==> src/ost_pkg.sv <==
`timescale 1ns / 1ps

package ost_pkg;

	localparam int CAPACITY = 64;
	localparam int IDX_W = $clog2(CAPACITY);
	localparam int CNT_W = $clog2(CAPACITY + 1);

	typedef enum logic [1:0] {
		OP_ADD  = 2'd0,
		OP_DEL  = 2'd1,
		OP_FIND = 2'd2,
		OP_READ = 2'd3
	} op_t;

	typedef enum logic [1:0] {
		ST_OK    = 2'd0,
		ST_MISS  = 2'd1,
		ST_FULL  = 2'd2,
		ST_RANGE = 2'd3
	} status_t;

	typedef enum logic [1:0] {
		S_IDLE,
		S_CMP,
		S_UPD
	} state_t;

	typedef struct packed {
		op_t                operation;
		logic signed [31:0] value;
		logic [5:0]         position;
	} req_t;

	typedef struct packed {
		status_t            status;
		logic signed [31:0] element;
		logic [6:0]         count;
		logic               empty_res;
	} rsp_t;

	typedef struct packed {
		logic             cmp;
		logic             shift;
		logic             wr;
		logic [IDX_W-1:0] idx;
	} cell_ctl_t;

endpackage

==> src/ost_cell.sv <==
`timescale 1ns / 1ps

module ost_cell
	import ost_pkg::*;
(
	input  logic               clk,
	input  cell_ctl_t          ctl,
	input  logic [IDX_W-1:0]   slot,
	input  logic [CNT_W-1:0]   count,
	input  logic signed [31:0] value,
	input  logic [5:0]         position,
	input  logic [31:0]        next_entry,
	output logic [31:0]        entry,
	output logic               hit,
	output logic [31:0]        rd_data
);

	logic [31:0] entry_q;
	logic        hit_q;
	logic [31:0] rd_q;
	logic        in_use;
	logic        sel;

	assign in_use = {1'b0, slot} < count;
	assign sel    = IDX_W'(position) == slot;

	always_ff @(posedge clk) begin
		if (ctl.cmp) begin
			hit_q <= in_use && (entry_q == value);
			rd_q  <= sel ? entry_q : '0;
		end
		if (ctl.shift && (slot >= ctl.idx)) begin
			entry_q <= next_entry;
		end else if (ctl.wr && (slot == count[IDX_W-1:0])) begin
			entry_q <= value;
		end
	end

	assign entry   = entry_q;
	assign hit     = hit_q;
	assign rd_data = rd_q;

endmodule

==> config.mk <==
export PLATFORM = sky130hd
export DESIGN_NAME = ost_cell
export DESIGN_NICKNAME = d
export VERILOG_FILES = /design/src/ost_pkg.sv /design/src/ost_cell.sv
export SDC_FILE = /design/constraint.sdc
export NUM_CORES = 1
export LEC_CHECK = 0
export ABC_AREA = 1
export CORE_MARGIN = 10
export CORE_UTILIZATION = 44
export CTS_BUF_LIST = sky130_fd_sc_hd__clkbuf_8
export DETAILED_ROUTE_END_ITERATION = 10
export DONT_BUFFER_PORTS = 1
export GPL_TIMING_DRIVEN = 0
export PLACE_DENSITY_LB_ADDON = 0.12
export SYNTH_ARGS = -nofsm -noshare
export SYNTH_HDL_FRONTEND = slang
export SYNTH_SLANG_ARGS = --single-unit
==> constraint.sdc <==
create_clock -name clk -period 4.73 [get_ports clk]
set_input_delay 0.7095 -clock clk [delete_from_list [all_inputs] [get_ports clk]]
set_output_delay 0.7095 -clock clk [all_outputs]
set_load 0.01 [all_outputs]
# After elaboration in Yosys (flattened, before gate mapping)
# Index checks and enable logic that the tools add are counted.
# totals
regBits	65
in_bits	93
out_inout_bits	65
wordCells	14
# classes
order_cmp	2
eq_ne	3
muxes	2
n_reduce_logical	4
# op_table
operator	count
$mux 32	2
$eq 32x32->1	1
$eq 6x6->1	2
$lt 6x7->1	1
$ge 6x6->1	1
$logic_and 1x1->1	3
$reduce_bool 2->1	1

# Logic depth before layout (Yosys ltp)
# depth
depth_word	4
depth_mapped	10
ltp_nobuf	10

# Least setup slack after synthesis
# OpenSTA, ideal clock, no wires.
# synth_timing
path_type	input-to-reg
from	in count[4]
to	reg entry_q[0], in the netlist entry[0] (enable)
setup_ns	0.466
t_arrival_ns	3.463
t_required_ns	4.264
path_slack_ns	0.802
cell_stages	6
path_buffers	0
cell_sequence	inv_1 -> ha_1 -> nand2_1 -> inv_1 -> nand3_1 -> o21ai_0
# synth_between
elab_chain_cells	3
# synth_rtl
element	line	rtl
from (decl)	ost_cell.sv:9	input logic [CNT_W-1:0] count,
$eq 6x6->1	ost_cell.sv:34	end else if (ctl.wr && (slot == count[IDX_W-1:0])) begin
$logic_and 1x1->1	ost_cell.sv:34	
$reduce_bool 2->1 (no line)	n/a	
to (signal assigned)	ost_cell.sv:33	entry_q <= next_entry;
to (signal assigned)	ost_cell.sv:35	entry_q <= value;
to (decl)	ost_cell.sv:18	logic [31:0] entry_q;
# No other way between the ends.
# A chain may end at the register's enable or synchronous reset.

# Worst setup path in the final report
# layout_timing
from	in ctl[5] (netlist bit)
to	reg entry_q[13], in the netlist entry[13] (enable)
# layout_between
elab_chain_cells	3
# layout_rtl
element	line	rtl
from (decl)	ost_cell.sv:7	input cell_ctl_t ctl,
$ge 6x6->1	ost_cell.sv:32	if (ctl.shift && (slot >= ctl.idx)) begin
$logic_and 1x1->1	ost_cell.sv:32	
$reduce_bool 2->1 (no line)	n/a	
# No other way between the ends.

==> metrics.md <==
| Metric | Value |
|---|---|
| RSZ-0062 raised after global routing | false |
| Synth top area share | 0.542 |
| Fin. Hold Viols | 0 |
| Post-CTS Hold Buffers | 0 |
| Die Y | 110 um |
| FMAX | 444 MHz |
| First-pass GRT wire length | 14900 um |
| I/O Pins | 158 |
| Layout cells sized above 1 | 0.0626 |
| Worst-margin pin slew | 0.622 ns |
| Slew Limit Headroom | 0.583 |
| Synthesis Warnings | 0 |
| Die X | 110 um |
| Core ar. | 7850 sq um |
| Initial DRC Count | 92 |
| Multiplexer area fraction after synthesis | 0 |
| Vias | 2589 |
| Routed Antenna Nets | 0 |
| Critical path, cell by cell | inv_1, ha_1, nand4_1, o21ai_4, nand2_4, buf_6, o21ai_4, buf_16 |
| Post-Synthesis Cells | 416 |
| Synthesized area per cell | 8.65 sq um |
| Worst vdd ir | 0.000174 V |
| TritonCTS Buffers | 9 |
| Final Core Density | 0.499 |
| CP top delay family | compound AO/OA/AOI/OAI gates |
| Setup Fix Bufs, Post-CTS | 0 |
| Worst hold path class | in -> reg |
| Crit path capture type | register |
| Final worst path period share | 0.476 |
| Synth Area in XOR/XNOR | 0.0389 |
| # nets final | 533 |
| Most frequent cells in the layout | 131 x nand2_1, 71 x inv_1, 65 x edfxtp_1, 50 x nor2_1, 38 x nand3_1 |
| Total grt overflow | 0 |
| Main combinational cell family by area after synthesis | simple AND/OR/NAND/NOR gates |
| WP data arrival | 2.30 ns |
| Avg WL per Cell | 18.2 um |
| Post-layout min period | 2.25 ns |
| Diodes inserted | 0 |
| FF+latch count, synth | 65 |
| Crit Path Class | in -> reg |
| Top post-synthesis cells by area | edfxtp_1 54%, nand2_1 14%, inv_1 7.3%, nand3_1 5.3%, nor2_1 5.2% |
| Router iterations before antenna repair | 4 |
| Outcome | complete, no violations |
| Routability cong. | 0.740 |
| Die Footprint | 12200 sq um |
| Sequential area share after synthesis | 0.542 |
| CTS Root Cell | clkbuf_8 |
| Vias in the first global route | 2659 |
| Worst Setup Start Kind | input pin |
| Clk_skew | 0.00896 ns |
| Initial Utilization | 0.459 |
| Worst-Skew Late Latency | 0.34 ns |
| Synth Area in Compound Gates | 0.0264 |
| R2R setup slack | 3.32 ns |
| Final setup viols | 0 |
| Slowest stage cell, crit path | o21ai_4 |
| Worst path most repeated cell | o21ai_4 |
| Pwr dens | 339 nW/um^2 |
| Buf+Inv Stages, Crit Path | 3 |
| Cell variety after synth | 24 |
| Hpwl dp | 7610 um |
| Leakage | 1.91 nW |
| CTS tree | yes |
| Required @ worst endpoint | 4.78 ns |
| Clk buf depth | 2 |
| Syn nets | 521 |
| Synth Area in Simple Gates | 0.254 |
| CTS clock-pin slew for the worst setup and hold paths | 0.07 ns |
| H-tree depth | 3 |
| Largest net degree at the start of global routing | 34 |
| Initial antenna violation count | 0 |
| Post-synth top area cell | edfxtp_1 |
| # rows | 32 |
| Final Max Slew Viols | 0 |
| Critical path's largest stage delay | 0.31 ns |
| # DRC | 0 |
| Clk sinks | 65 |
| Max Cap Viol | 0 |
| Post-CTS resize count | 0 |
| Vias/cell | 4.86 |
| P&R area growth vs syn | 8.79% |
| Synthesized area | 3600 sq um |
| Most common cell after layout, fill and taps aside | nand2_1 |
| GRT Resource Usage Total | 0.154 |
| Port Buffers | 0 |
| Fillers | 785 |
| Power, Total | 1.33 mW |
| Final WL | 9720 um |
| CP max FO | 18 |
| Adder-cell area share of the yosys netlist | 0.0417 |
[state kept, by name, summed over array words and instances, names as in the netlist]
signal and flops:
entry 32, rd_data 32, hit 1
[path summary, 6_finish.rpt]
kind,cells past startpoint,end,from
max reg2reg,9,hit$_DFFE_PP_,entry[14]$_DFFE_PP_
min reg2reg,2,rd_data[3]$_SDFFCE_PP0P_,entry[3]$_DFFE_PP_
max,8,entry[13]$_DFFE_PP_,ctl[5]
min,0,rd_data[24]$_SDFFCE_PP0P_,ctl[8]
[synthesized netlist by cell type]
master,instances
nand2_1,131
inv_1,70
edfxtp_1,65
nor2_1,50
nand3_1,38
ha_1,12
xnor2_1,9
xor2_1,7
o21ai_0,6
a21oi_1,4
buf_2,3
buf_4,3
buf_6,3
clkbuf_1,3
nand4_1,3
a21boi_1,1
a21o_1,1
a31oi_1,1
buf_1,1
nand2_4,1
nand3b_1,1
o21a_1,1
o21ai_4,1
or2_2,1
[power breakdown]
group	internal [mW]	switching, mW	total (mW)	leakage (nW)
Sequential	0.691	0.0589	0.750	0.648
Combinational	0.0746	0.115	0.190	1.18
Clock	0.179	0.207	0.386	0.0819
[through the flow]
stage / std cells / setup WS [ns] / hold WS [ns] / TNS, ns / cell area, sq um
2_1_floorplan: 416 / 0.802 / 0.641 / 0 / 3600
3_3_place_gp: 518 / -0.669 / 0.678 / -21.35 / 3730
3_5_place_dp: 519 / 2.11 / 0.692 / 0 / 3770
4_1_cts: 533 / 2.47 / 0.456 / 0 / 3920
5_1_grt: 533 / 2.35 / 0.458 / 0 / 3920
6_report: 533 / 2.48 / 0.480 / 0 / 3920
[layer usage]
metal / share of wire / wire, um / global-route usage
met5: 0 / 0 / 0
met4: 0.012 / 112 / 0.0544
met3: 0.10 / 1010 / 0.0708
met2: 0.50 / 4830 / 0.257
met1: 0.39 / 3770 / 0.168
[logic make-up after synthesis]
group,Yosys count
compound gates,15
xor+xnor,16
fa+ha+maj,12
buf+inv,83
flops,65
simple gates,225
[layout make-up]
cell class                 instances  area, sq um  area share
clock buffer                       9          124      0.0316
buffer                            13         86.3      0.0220
clock inverter                     5         26.3     0.00671
timing repair buffer               1         27.5     0.00703
inverter                          70          263      0.0671
sequential                        65         1950       0.498
tap                              102          128      0.0326
multi-input combinational        268         1310       0.335
[worst reg2reg max path, stage by stage, from the launching register on]
cell and delay (ns):
edfxtp_1 0.47, inv_1 0.10, nand2_1 0.06, nand2_1 0.05
nand2_1 0.05, nor2_1 0.18, nand2_1 0.10, nor2_1 0.11
nand2_1 0.06, nor2_1 0.08
No activity file was read; power rests on OpenSTA's default activity.
